[config.mk]
export PLATFORM = sky130hd
export DESIGN_NAME = irqs_off_latency_recorder_flat
export DESIGN_NICKNAME = d
export VERILOG_FILES = /design/src/irql_pkg.sv /design/src/irql_if.sv /design/src/irql_ctrl.sv /design/src/irql_datapath.sv /design/src/irqs_off_latency_recorder.sv /design/src/flat_wrapper.sv
export SDC_FILE = /design/constraint.sdc
export NUM_CORES = 2
export LEC_CHECK = 0
export BUFFER_PORTS_ARGS = -buffer_cell sky130_fd_sc_hd__buf_4
export CORE_AREA = 2 2 349 351
export DETAILED_ROUTE_END_ITERATION = 16
export DIE_AREA = 0 0 351 353
export PLACE_DENSITY = 0.7
export SLEW_MARGIN = 40
export SYNTH_ARGS = -nofsm -noshare
export SYNTH_HDL_FRONTEND = slang
export SYNTH_SLANG_ARGS = --single-unit
[constraint.sdc]
create_clock -name clk_i -period 51.2 [get_ports clk_i]
set_clock_uncertainty 0.05 [all_clocks]
set_input_delay 10.24 -clock clk_i [delete_from_list [all_inputs] [get_ports clk_i]]
set_output_delay 10.24 -clock clk_i [all_outputs]
set_load 0.02 [all_outputs]
[src/irql_pkg.sv]
// Shared types and constants of the interrupt-disabled span recorder.
// No dependencies; every other file of the block refers to it by scoped names.
package irql_pkg;

  // Event codes carried in the action field.
  localparam logic [1:0] ACT_OFF    = 2'd0;
  localparam logic [1:0] ACT_ON     = 2'd1;
  localparam logic [1:0] ACT_IGNORE = 2'd2;
  localparam logic [1:0] ACT_READ   = 2'd3;

  // Configuration register indexes.
  localparam int unsigned CFG_IDX_W = 2;
  localparam logic [CFG_IDX_W-1:0] CFG_THRESHOLD    = 2'd0;
  localparam logic [CFG_IDX_W-1:0] CFG_RECORD_COUNT = 2'd1;

  localparam int unsigned THRESH_W     = 20;
  localparam int unsigned REC_CNT_W    = 4;
  localparam int unsigned CFG_DATA_W   = 20;
  localparam int unsigned THRESH_NS_W  = 30;
  localparam int unsigned WORD_W       = 64;
  localparam int unsigned RIDX_W       = 3;
  localparam int unsigned STORED_CNT_W = 4;

  localparam logic [THRESH_NS_W-1:0] NS_PER_US          = 30'd1000;
  localparam logic [REC_CNT_W-1:0]   RESET_RECORD_COUNT = 4'd3;

  // Commands from the controller to the datapath.
  typedef struct packed {
    logic load;    // capture the accepted input item
    logic exec;    // form the span and read the addressed ring entry
    logic commit;  // update state and load the result register
  } dp_cmd_t;

endpackage

[src/irql_if.sv]
// Valid/ready channel interfaces for the event input and the result output.
// Depends on irql_pkg for field widths.
interface irql_in_if;
  logic                            valid;
  logic                            ready;
  logic [1:0]                      action;
  logic [irql_pkg::WORD_W-1:0]     timestamp_ns;
  logic [irql_pkg::WORD_W-1:0]     caller_addr;
  logic [irql_pkg::RIDX_W-1:0]     read_index;

  modport source (output valid, action, timestamp_ns, caller_addr, read_index, input ready);
  modport sink   (input valid, action, timestamp_ns, caller_addr, read_index, output ready);
endinterface

interface irql_out_if;
  logic                              valid;
  logic                              ready;
  logic                              recorded;
  logic [irql_pkg::WORD_W-1:0]       entry_span_ns;
  logic [irql_pkg::WORD_W-1:0]       entry_caller;
  logic [irql_pkg::STORED_CNT_W-1:0] stored_count;

  modport source (output valid, recorded, entry_span_ns, entry_caller, stored_count,
                  input ready);
  modport sink   (input valid, recorded, entry_span_ns, entry_caller, stored_count,
                  output ready);
endinterface

[src/irql_ctrl.sv]
// Sequencing controller of the span recorder: accept, execute, commit.
// Depends on irql_pkg for the command struct.
module irql_ctrl (
  input  logic              clk_i,
  input  logic              rst_ni,
  input  logic              in_valid_i,
  output logic              in_ready_o,
  input  logic              out_ready_i,
  output logic              out_valid_o,
  output irql_pkg::dp_cmd_t cmd_o
);

  localparam logic [1:0] ST_IDLE = 2'd0;
  localparam logic [1:0] ST_EXEC = 2'd1;
  localparam logic [1:0] ST_DONE = 2'd2;

  logic [1:0] state_q, state_d;
  logic       out_valid_q, out_valid_d;
  logic       out_free;

  // The result register can take a new result when empty or being drained.
  assign out_free = !out_valid_q || out_ready_i;

  always_comb begin
    state_d     = state_q;
    cmd_o       = '0;
    in_ready_o  = 1'b0;
    unique case (state_q)
      ST_IDLE: begin
        in_ready_o = 1'b1;
        if (in_valid_i) begin
          cmd_o.load = 1'b1;
          state_d    = ST_EXEC;
        end
      end
      ST_EXEC: begin
        cmd_o.exec = 1'b1;
        state_d    = ST_DONE;
      end
      ST_DONE: begin
        if (out_free) begin
          cmd_o.commit = 1'b1;
          state_d      = ST_IDLE;
        end
      end
      default: begin
        state_d = ST_IDLE;
      end
    endcase
  end

  always_comb begin
    out_valid_d = out_valid_q;
    if (cmd_o.commit) begin
      out_valid_d = 1'b1;
    end else if (out_ready_i) begin
      out_valid_d = 1'b0;
    end
  end

  always_ff @(posedge clk_i or negedge rst_ni) begin
    if (!rst_ni) begin
      state_q     <= ST_IDLE;
      out_valid_q <= 1'b0;
    end else begin
      state_q     <= state_d;
      out_valid_q <= out_valid_d;
    end
  end

  assign out_valid_o = out_valid_q;

  a_accept_to_exec: assert property (@(posedge clk_i) disable iff (!rst_ni)
    (in_valid_i && in_ready_o) |=> (state_q == ST_EXEC))
    else $error("accepted transfer did not start execution");

  a_result_from_commit: assert property (@(posedge clk_i) disable iff (!rst_ni)
    $rose(out_valid_q) |-> ($past(state_q) == ST_DONE))
    else $error("result became valid without a commit");

endmodule

[src/irql_datapath.sv]
// Datapath of the span recorder: configuration, armed state, span arithmetic,
// record rings with per-entry valid bits and the result register. Uses irql_pkg.
module irql_datapath #(
  parameter int unsigned MAX_RECORDS = 8
) (
  input  logic                                clk_i,
  input  logic                                rst_ni,
  input  logic                                cfg_we_i,
  input  logic [irql_pkg::CFG_IDX_W-1:0]      cfg_idx_i,
  input  logic [irql_pkg::CFG_DATA_W-1:0]     cfg_data_i,
  input  irql_pkg::dp_cmd_t                   cmd_i,
  input  logic [1:0]                          action_i,
  input  logic [irql_pkg::WORD_W-1:0]         timestamp_ns_i,
  input  logic [irql_pkg::WORD_W-1:0]         caller_addr_i,
  input  logic [irql_pkg::RIDX_W-1:0]         read_index_i,
  output logic                                recorded_o,
  output logic [irql_pkg::WORD_W-1:0]         entry_span_ns_o,
  output logic [irql_pkg::WORD_W-1:0]         entry_caller_o,
  output logic [irql_pkg::STORED_CNT_W-1:0]   stored_count_o
);

  localparam int unsigned IdxW  = (MAX_RECORDS > 1) ? $clog2(MAX_RECORDS) : 1;
  localparam int unsigned CntW  = $clog2(MAX_RECORDS + 1);
  localparam int unsigned AddrW = (IdxW > irql_pkg::RIDX_W) ? IdxW : irql_pkg::RIDX_W;
  localparam int unsigned WW    = irql_pkg::WORD_W;

  // Configuration and monitor state.
  logic [irql_pkg::THRESH_NS_W-1:0] thr_ns_q;
  logic [irql_pkg::REC_CNT_W-1:0]   rec_cnt_q;
  logic                             armed_q;
  logic [WW-1:0]                    start_q;
  logic [MAX_RECORDS-1:0]           valid_q;
  logic [IdxW-1:0]                  wr_pos_q, wr_pos_d;
  logic [CntW-1:0]                  vcnt_q, vcnt_d;

  // Captured item and intermediate results.
  logic [1:0]                   act_q;
  logic [WW-1:0]                ts_q, caller_q, span_q;
  logic [irql_pkg::RIDX_W-1:0]  ridx_q;
  logic [WW-1:0]                rd_span_q, rd_caller_q;
  logic                         rd_ok_q;

  // Record rings.
  logic [WW-1:0] span_mem   [MAX_RECORDS];
  logic [WW-1:0] caller_mem [MAX_RECORDS];

  // Result register.
  logic                               out_rec_q;
  logic [WW-1:0]                      out_span_q, out_caller_q;
  logic [irql_pkg::STORED_CNT_W-1:0]  out_count_q;

  logic [7:0]      rc_w, n_w, vc_w;
  logic [CntW-1:0] n_ring, pos_w, pos_inc;
  logic [AddrW-1:0] ridx_ext;
  logic            enabled, do_arm, do_disarm, hit, is_read, cfg_hit;

  // Ring size in use: zero acts as one, and it is capped at the ring depth.
  always_comb begin
    rc_w = 8'(rec_cnt_q);
    if (rc_w == 8'd0) begin
      n_w = 8'd1;
    end else if (rc_w > 8'(MAX_RECORDS)) begin
      n_w = 8'(MAX_RECORDS);
    end else begin
      n_w = rc_w;
    end
  end
  assign n_ring = n_w[CntW-1:0];

  assign ridx_ext = AddrW'(ridx_q);
  assign enabled  = (thr_ns_q != '0);

  always_comb begin
    do_arm    = 1'b0;
    do_disarm = 1'b0;
    hit       = 1'b0;
    is_read   = 1'b0;
    unique case (act_q)
      irql_pkg::ACT_OFF: begin
        do_arm = enabled && !armed_q;
      end
      irql_pkg::ACT_ON: begin
        do_disarm = enabled;
        hit       = enabled && armed_q &&
                    (span_q > {{(WW - irql_pkg::THRESH_NS_W){1'b0}}, thr_ns_q});
      end
      irql_pkg::ACT_IGNORE: begin
        do_disarm = enabled;
      end
      irql_pkg::ACT_READ: begin
        is_read = 1'b1;
      end
      default: begin
        is_read = 1'b0;
      end
    endcase
  end

  // Write position, falling back to entry zero if it lies beyond the ring size.
  always_comb begin
    pos_w    = (CntW'(wr_pos_q) < n_ring) ? CntW'(wr_pos_q) : '0;
    pos_inc  = pos_w + 1'b1;
    wr_pos_d = (pos_inc == n_ring) ? '0 : pos_inc[IdxW-1:0];
    vcnt_d   = vcnt_q;
    if (hit) begin
      vcnt_d = (vcnt_q >= n_ring) ? n_ring : vcnt_q + 1'b1;
    end
  end
  assign vc_w = 8'(vcnt_d);

  assign cfg_hit = cfg_we_i &&
                   ((cfg_idx_i == irql_pkg::CFG_THRESHOLD) ||
                    (cfg_idx_i == irql_pkg::CFG_RECORD_COUNT));

  always_ff @(posedge clk_i or negedge rst_ni) begin
    if (!rst_ni) begin
      thr_ns_q  <= '0;
      rec_cnt_q <= irql_pkg::RESET_RECORD_COUNT;
      armed_q   <= 1'b0;
      valid_q   <= '0;
      wr_pos_q  <= '0;
      vcnt_q    <= '0;
    end else if (cfg_hit) begin
      if (cfg_idx_i == irql_pkg::CFG_THRESHOLD) begin
        thr_ns_q <= irql_pkg::THRESH_NS_W'(cfg_data_i[irql_pkg::THRESH_W-1:0]) *
                    irql_pkg::NS_PER_US;
      end else begin
        rec_cnt_q <= cfg_data_i[irql_pkg::REC_CNT_W-1:0];
      end
      armed_q  <= 1'b0;
      valid_q  <= '0;
      wr_pos_q <= '0;
      vcnt_q   <= '0;
    end else if (cmd_i.commit) begin
      if (do_arm) begin
        armed_q <= 1'b1;
      end else if (do_disarm) begin
        armed_q <= 1'b0;
      end
      if (hit) begin
        valid_q[pos_w[IdxW-1:0]] <= 1'b1;
        wr_pos_q                 <= wr_pos_d;
        vcnt_q                   <= vcnt_d;
      end
    end
  end

  // Payload registers, captured under command.
  always_ff @(posedge clk_i) begin
    if (cmd_i.load) begin
      act_q    <= action_i;
      ts_q     <= timestamp_ns_i;
      caller_q <= caller_addr_i;
      ridx_q   <= read_index_i;
    end
    if (cmd_i.exec) begin
      span_q  <= ts_q - start_q;
      rd_ok_q <= (8'(ridx_q) < 8'(n_ring)) && valid_q[ridx_ext[IdxW-1:0]];
    end
    if (cmd_i.commit && do_arm) begin
      start_q <= ts_q;
    end
    if (cmd_i.commit) begin
      out_rec_q    <= hit;
      out_span_q   <= (is_read && rd_ok_q) ? rd_span_q : '0;
      out_caller_q <= (is_read && rd_ok_q) ? rd_caller_q : '0;
      out_count_q  <= vc_w[irql_pkg::STORED_CNT_W-1:0];
    end
  end

  // Ring memories: one write port at commit, one registered read port at exec.
  always_ff @(posedge clk_i) begin
    if (cmd_i.commit && hit) begin
      span_mem[pos_w[IdxW-1:0]]   <= span_q;
      caller_mem[pos_w[IdxW-1:0]] <= caller_q;
    end
    if (cmd_i.exec) begin
      rd_span_q   <= span_mem[ridx_ext[IdxW-1:0]];
      rd_caller_q <= caller_mem[ridx_ext[IdxW-1:0]];
    end
  end

  assign recorded_o      = out_rec_q;
  assign entry_span_ns_o = out_span_q;
  assign entry_caller_o  = out_caller_q;
  assign stored_count_o  = out_count_q;

  a_count_in_ring: assert property (@(posedge clk_i) disable iff (!rst_ni)
    vcnt_q <= n_ring)
    else $error("stored count exceeds ring size");

  a_pos_in_ring: assert property (@(posedge clk_i) disable iff (!rst_ni)
    CntW'(wr_pos_q) < n_ring)
    else $error("write position outside ring");

  a_valid_matches_count: assert property (@(posedge clk_i) disable iff (!rst_ni)
    $countones(valid_q) == int'(vcnt_q))
    else $error("valid entries disagree with stored count");

endmodule

[src/irqs_off_latency_recorder.sv]
// Interrupt-disabled span recorder. Each event transfer passes through an
// accept state, an execute state that forms the 64-bit span and reads the
// addressed ring entry from the registered memory port, and a commit state
// that updates the armed state and the ring and loads the result register.
// A new event is accepted only once the last one has committed. A result
// waiting in the output register does not block acceptance of the next event;
// only the commit of that next event waits until the earlier result has been
// taken. The ring holds MAX_RECORDS entries, each with a valid bit, so a write
// to the threshold or record-count configuration register clears it.
module irqs_off_latency_recorder #(
  parameter int unsigned MAX_RECORDS = 8
) (
  input  logic                              clk_i,
  input  logic                              rst_ni,
  input  logic                              cfg_we_i,
  input  logic [irql_pkg::CFG_IDX_W-1:0]    cfg_idx_i,
  input  logic [irql_pkg::CFG_DATA_W-1:0]   cfg_data_i,
  irql_in_if.sink                           event_i,
  irql_out_if.source                        result_o
);

  irql_pkg::dp_cmd_t cmd;

  irql_ctrl u_ctrl (
    .clk_i       (clk_i),
    .rst_ni      (rst_ni),
    .in_valid_i  (event_i.valid),
    .in_ready_o  (event_i.ready),
    .out_ready_i (result_o.ready),
    .out_valid_o (result_o.valid),
    .cmd_o       (cmd)
  );

  irql_datapath #(
    .MAX_RECORDS (MAX_RECORDS)
  ) u_datapath (
    .clk_i           (clk_i),
    .rst_ni          (rst_ni),
    .cfg_we_i        (cfg_we_i),
    .cfg_idx_i       (cfg_idx_i),
    .cfg_data_i      (cfg_data_i),
    .cmd_i           (cmd),
    .action_i        (event_i.action),
    .timestamp_ns_i  (event_i.timestamp_ns),
    .caller_addr_i   (event_i.caller_addr),
    .read_index_i    (event_i.read_index),
    .recorded_o      (result_o.recorded),
    .entry_span_ns_o (result_o.entry_span_ns),
    .entry_caller_o  (result_o.entry_caller),
    .stored_count_o  (result_o.stored_count)
  );

endmodule
[src/flat_wrapper.sv]
// flat-port wrapper written by rule: the top's interface ports become plain ports
module irqs_off_latency_recorder_flat 
#(
  parameter int unsigned MAX_RECORDS = 8
)
  (clk_i, rst_ni, cfg_we_i, cfg_idx_i, cfg_data_i, event_i_valid, event_i_action, event_i_timestamp_ns, event_i_caller_addr, event_i_read_index, event_i_ready, result_o_valid, result_o_recorded, result_o_entry_span_ns, result_o_entry_caller, result_o_stored_count, result_o_ready);
  irql_in_if event_i_i ();
  irql_out_if result_o_i ();
  input  logic clk_i;
  input  logic rst_ni;
  input  logic cfg_we_i;
  input  logic [irql_pkg::CFG_IDX_W-1:0] cfg_idx_i;
  input  logic [irql_pkg::CFG_DATA_W-1:0] cfg_data_i;
  input wire logic [$bits(event_i_i.valid)-1:0] event_i_valid;
  input wire logic [$bits(event_i_i.action)-1:0] event_i_action;
  input wire logic [$bits(event_i_i.timestamp_ns)-1:0] event_i_timestamp_ns;
  input wire logic [$bits(event_i_i.caller_addr)-1:0] event_i_caller_addr;
  input wire logic [$bits(event_i_i.read_index)-1:0] event_i_read_index;
  output wire logic [$bits(event_i_i.ready)-1:0] event_i_ready;
  output wire logic [$bits(result_o_i.valid)-1:0] result_o_valid;
  output wire logic [$bits(result_o_i.recorded)-1:0] result_o_recorded;
  output wire logic [$bits(result_o_i.entry_span_ns)-1:0] result_o_entry_span_ns;
  output wire logic [$bits(result_o_i.entry_caller)-1:0] result_o_entry_caller;
  output wire logic [$bits(result_o_i.stored_count)-1:0] result_o_stored_count;
  input wire logic [$bits(result_o_i.ready)-1:0] result_o_ready;
  assign event_i_i.valid = event_i_valid;
  assign event_i_i.action = event_i_action;
  assign event_i_i.timestamp_ns = event_i_timestamp_ns;
  assign event_i_i.caller_addr = event_i_caller_addr;
  assign event_i_i.read_index = event_i_read_index;
  assign event_i_ready = event_i_i.ready;
  assign result_o_valid = result_o_i.valid;
  assign result_o_recorded = result_o_i.recorded;
  assign result_o_entry_span_ns = result_o_i.entry_span_ns;
  assign result_o_entry_caller = result_o_i.entry_caller;
  assign result_o_stored_count = result_o_i.stored_count;
  assign result_o_i.ready = result_o_ready;
  irqs_off_latency_recorder #(.MAX_RECORDS(MAX_RECORDS)) u_core (.clk_i(clk_i), .rst_ni(rst_ni), .cfg_we_i(cfg_we_i), .cfg_idx_i(cfg_idx_i), .cfg_data_i(cfg_data_i), .event_i(event_i_i), .result_o(result_o_i));
endmodule
Yosys cells after proc, flatten, opt, wreduce, memory -nomap -nowiden
Memories as Yosys holds them, arrays and structs flattened. A register that Yosys moved wholly into a read port is not among the register bits.
Cells that the tools add are included.
{"block": "totals", "reg_bits": 445, "ram_bits": 1024, "inputBits": 160, "memories": 2, "wordCells": 112, "out_inout_bits": 135}
{"name": "u_core.u_datapath.caller_mem", "depth": 8, "word_bits": 64, "read_ports": 1, "rd_ports_with_merged_regs": 1, "write_ports": 1, "line_no": "irql_datapath.sv:45", "text": "logic [WW-1:0] caller_mem [MAX_RECORDS];"}
{"name": "u_core.u_datapath.span_mem", "depth": 8, "word_bits": 64, "read_ports": 1, "rd_ports_with_merged_regs": 1, "write_ports": 1, "line_no": "irql_datapath.sv:44", "text": "logic [WW-1:0] span_mem [MAX_RECORDS];"}
{"block": "op_classes", "bitwise_logic": 2, "order_cmp": 8, "addsub": 3, "n_mul": 1, "eq_ne": 9, "reduce_logical": 28, "mux": 40}
{"op": "$gt A64 B30 Y1", "n": 1}
{"op": "$sub A64 B64 Y64", "n": 1}
{"op": "$reduce_bool A30 Y1", "n": 1}
{"op": "$mux W4", "n": 7}
{"op": "$mul A20 B7 Y27 const B", "n": 1}
{"op": "$mux W8", "n": 3}
{"op": "$mux W1", "n": 20}
{"op": "$mux W3", "n": 5}
{"op": "$reduce_and A2 Y1", "n": 5}
{"op": "$logic_and A1 B1 Y1", "n": 9}
{"op": "$lt A3 B4 Y1", "n": 2}
{"op": "$lt A3 B4 Y1 const B", "n": 2}
{"op": "$or A8 B8 Y8", "n": 1}
{"op": "$eq A2 B1 Y1 const B", "n": 3}
{"op": "$eq A2 B2 Y1 const B", "n": 3}
{"op": "$logic_not A2 Y1", "n": 3}
{"op": "$pmux W2 S3", "n": 1}
{"op": "$reduce_bool A2 Y1", "n": 3}
{"op": "$add A3 B1 Y4 const B", "n": 1}
{"op": "$add A4 B1 Y4 const B", "n": 1}
{"op": "$eq A4 B4 Y1", "n": 1}
{"op": "$ge A4 B4 Y1", "n": 1}
{"op": "$gt A4 B4 Y1 const B", "n": 1}
{"op": "$logic_not A4 Y1", "n": 1}
{"op": "10 further kinds", "n": 14}

Logic depth before layout (Yosys ltp)
{"block": "depth", "depth_word": 13, "depth_mapped": 17, "mapped_depth_nobuf": 17}

Hierarchy
A second synthesis with hierarchy kept.
{"block": "unflattened", "cells_unflattened": 3449, "hier_area_um2": 65116.2}
{"module": "irql_datapath", "cells_per_inst": 3436, "instances": 1, "area_per_inst_um2": 64976.1, "seq_area_each_um2": 47633.2}
{"module": "irql_ctrl", "cells_per_inst": 13, "instances": 1, "area_per_inst_um2": 140.1, "seq_area_each_um2": 75.1}

Worst setup path after synthesis
No wires, ideal clock.
{"block": "synth_timing", "kind": "input port to flip-flop", "start": "input result_o_ready", "end": "memory u_core.u_datapath.caller_mem[3][0] (netlist name) (enable)", "setup_time_ns": 0.775, "path_slack_ns": 22.994, "arrival_time_ns": 27.381, "n_path_buf": 0, "t_required_ns": 50.375, "path_stages": 6, "cell_sequence": "nand2b_1 -> nor2b_1 -> o21ai_0 -> a311oi_4 -> nand2_1 -> nor3_1"}
{"element": "start, declared", "line_no": "flat_wrapper.sv:25", "text": "input wire logic [$bits(result_o_i.ready)-1:0] result_o_ready;"}
{"element": "end, declared", "line_no": "irql_datapath.sv:45"}

Worst setup path in the final report
{"block": "layout_timing", "start": "input cfg_data_i[6] (netlist name)", "end": "register u_core.u_datapath.thr_ns_q[28] (netlist name)"}
{"block": "layout_via", "elab_chain_cells": 1}
{"element": "start, declared", "line_no": "flat_wrapper.sv:13", "text": "input logic [irql_pkg::CFG_DATA_W-1:0] cfg_data_i;"}
{"element": "$mul A20 B7 Y27", "line_no": "irql_datapath.sv:125", "text": "thr_ns_q <= irql_pkg::THRESH_NS_W'(cfg_data_i[irql_pkg::THRESH_W-1:0]) *"}
{"element": "end signal, assigned", "line_no": "irql_datapath.sv:125"}
{"element": "end, declared", "line_no": "irql_datapath.sv:28", "text": "logic [irql_pkg::THRESH_NS_W-1:0] thr_ns_q;"}
No other way between the ends.
A chain may end at the register's enable or synchronous reset.

==> results.md <==
- Area grow syn2layout: 14.7%
- Initial Utilization: 0.544
- Routability cong.: just under 0.9
- FILL cells: 8400
- Rows: 128
- Post-DR wirelength/cell: ~23 µm
- Die height: 353 µm
- HP Class: reg2reg
- Max VDD drop: approximately 0.036 mV
- DRT Pass-1 Iters: 5
- Static Leak: between 0.02 and 0.03 µW
- Share of layout cells above drive strength 1: 0.248
- Num CTS Buffers: ~160
- RSZ-0062 raised after global routing: no
- R2r setup slk: about 46000 ps
- Post-Syn Nets: about 3900
- Setup violations, final: 0
- Critical Path AT: 14820 ps
- Hpwl dp: roughly 80 mm
- Critical Path RT: slightly above 50000 ps
- Worst-Skew Late Latency: a little under 800 ps
- # nets final: around 4300
- Mapped cell area: around 66000 µm²
- Drt drc: 0
- Post-synthesis register bit count: between 1500 and 2000
- CP Class: in2reg
- Commonest non-fill, non-tap cell in the layout: edfxtp_1
- IO Count: a little under 300
- Syn Inst Count: 3522
- Synth area leader: edfxtp_1
- Synth top area cells: edfxtp_1, mux4_2, ha_1
- Hold slack: about 400 ps
- Max cap viols: 0
- Post-route ant nets: 0
- Fin crit share: 0.278
- DRT Wirelength: approximately 130 mm
- Dominant synthesized flop cell: edfxtp_1
- Clk sink count: roughly 1600
- Most frequent cells in the layout: edfxtp_1, buf_4, mux4_2
- Syn. warnings: 0
- Clock root cell: clkbuf_16
- Hold Crit Start: u_core.u_datapath.ts_q[53]
- Final setup TNS: 0 ps
- Critical R2R Launch: u_core.u_datapath.span_q[28]
- Number of setup buffers added after CTS: 0
- Post_cts resized: 0
- Crit. End Element: register
- Routed vias: 32257
- Gr busiest metal: met2
- Area occupied by multi-input gates: 16700 µm²
- Fin crit period: about 14000 ps
- Max FO, Critical Path: 5
- EDFF count, synth: around 1500
- CTS tree: yes
- FMAX: between 70 and 80 MHz
- Vias in the first global route: around 34000
- Via/cell ratio: 5.72
- Ys async rst share: 0.0313
- Grt met3 use: 0.0423
- Least-Margin Pin Slew: ~810 ps
- Post-synth top area share: 0.708
- Max Slew Vio Count: 0
- GR Util All Layers: 0.215
- Reg2reg end: u_core.u_datapath.caller_mem[4][3]
- Pwr/cell area: around 45 nW/µm²
- Number of hold violations in the final report: 0
- Worst-path clk slew: approximately 60 ps
- Sequential area share after synthesis: 0.727
- Slew headroom: 0.461
- Largest net degree at the start of global routing: 144
- Reg area: about 48000 µm²
- Overflow after GRT: 0
- Die X: between 300 and 400 µm
- Hold depth: 0
- Initial drt markers: 2712
- Hold-fix buffers at CTS: 0
- Port Buf Inserts: ~290
- Startpoint type of the worst setup path: input port
- Clock tree buffer depth: 3
- Netlist cell types: slightly above 80
- R2r worst-path depth: 10
- M1 GR Usage: 0.311
- First-pass GRT wire length: 200 mm
- H-tree depth: 4
- Status: finished clean
- Synth Area per Inst: between 15 and 20 µm²
- Met2 usage: 0.338
- Worst hold endpoint: u_core.u_datapath.start_q[53]
- Core ar.: approximately 120000 µm²
- Die ar.: between 100000 and 150000 µm²
- Initial antenna violation count: 3
-- sequential cells by signal, summed over array words and instances, names as in the netlist, 64 cells and up --
| signal | flops |
|---|---|
| u_core.u_datapath.caller_mem | 512 |
| u_core.u_datapath.span_mem | 512 |
| u_core.u_datapath.caller_q | 64 |
| u_core.u_datapath.entry_caller_o | 64 |
| u_core.u_datapath.entry_span_ns_o | 64 |
| u_core.u_datapath.rd_caller_q | 64 |
| u_core.u_datapath.rd_span_q | 64 |
| u_core.u_datapath.span_q | 64 |
| u_core.u_datapath.start_q | 64 |
| u_core.u_datapath.ts_q | 64 |
-- worst max-delay path, cell delays in order --
cell     delay [ps]
buf_4           120
inv_1           220
fa_1            490
fa_1            490
fa_1            510
fa_1            520
inv_1            40
ha_1            340
and3_1          240
and3_1          180
o21ai_0         110
a21oi_1         170
o31ai_1         350
o21ai_0         180
o41ai_1         320
xor2_1          200
o21ai_0          90
-- final cells by class --
| cell class | count | share of cell area |
|---|---|---|
| antenna | 1 | 0.0000332 |
| inverter | 208 | 0.0104 |
| multi-input combinational | 1574 | 0.221 |
| sequential | 1597 | 0.634 |
| clock inverter | 85 | 0.0102 |
| timing repair buffer | 341 | 0.0392 |
| clock buffer | 207 | 0.0583 |
| tap | 1625 | 0.0270 |
-- logic make-up after synthesis --
family | synth area share
multiplexers | 0.113
AO/OA/AOI/OAI | 0.0372
XOR/XNOR | 0.0103
adder cells (fa/ha/maj) | 0.0529
flip-flops | 0.727
buffers and inverters | 0.0204
AND/OR/NAND/NOR | 0.0395
-- power by group --
part           internal, µW  switching, µW
registers              1580           80.5
logic                   238            323
clock network           663            479
total                  2480            883
-- worst max path at each step --
| stage | start | endpoint | cells after the start |
|---|---|---|---|
| finish | cfg_data_i[6] | u_core.u_datapath.thr_ns_q[28] | 17 |
| global route | cfg_data_i[6] | u_core.u_datapath.thr_ns_q[28] | 17 |
| CTS | result_o_ready | u_core.u_datapath.caller_mem[5][3] | 8 |
| detailed placement | result_o_ready | u_core.u_datapath.span_mem[5][26] | 8 |
| global placement | result_o_ready | u_core.u_datapath.span_mem[4][25] | 8 |
| floorplan | result_o_ready | u_core.u_datapath.caller_mem[3][0] | 6 |
-- through the flow --
stage,total power [µW],instances,setup WS (ps),instance area (µm²),util
2_1_floorplan,2070,3522,22990,65600,-
3_3_place_gp,2230,5332,36010,69700,0.578
3_5_place_dp,2250,5342,36140,70000,0.581
4_1_cts,3390,5634,36950,75200,0.624
5_1_grt,3510,5637,36690,75300,0.624
6_report,3360,5638,36960,75300,0.624
-- cell usage after synthesis, drive strengths merged (4+ instances only) --
cell type	count
a221oi	4
o21ai	82
nand2	115
o21bai	15
o21a	23
xor2	36
nand4	24
nand3	22
and3	142
or4	4
and2	9
nor3	30
a311oi	7
o211ai	13
nor2b	15
xnor2	41
o31ai	7
a21oi	108
mux4	258
inv	208
fa	71
ha	164
mux2	136
a31oi	10
nand2b	14
nor2	85
nor3b	5
buf	51
a21o	51
edfxtp	1547
mux2i	5
a21boi	5
nor4	17
o41ai	4
clkbuf	92
dfrtp	48
-- routing by layer --
metal,share of wire,wire length [µm],up-vias
li1,-,-,14600
met4,0.023,3020,0
met3,0.062,8130,183
met5,0,0,-
met1,0.44,58400,16529
met2,0.47,61700,945
No activity file was read; power rests on OpenSTA's default activity.
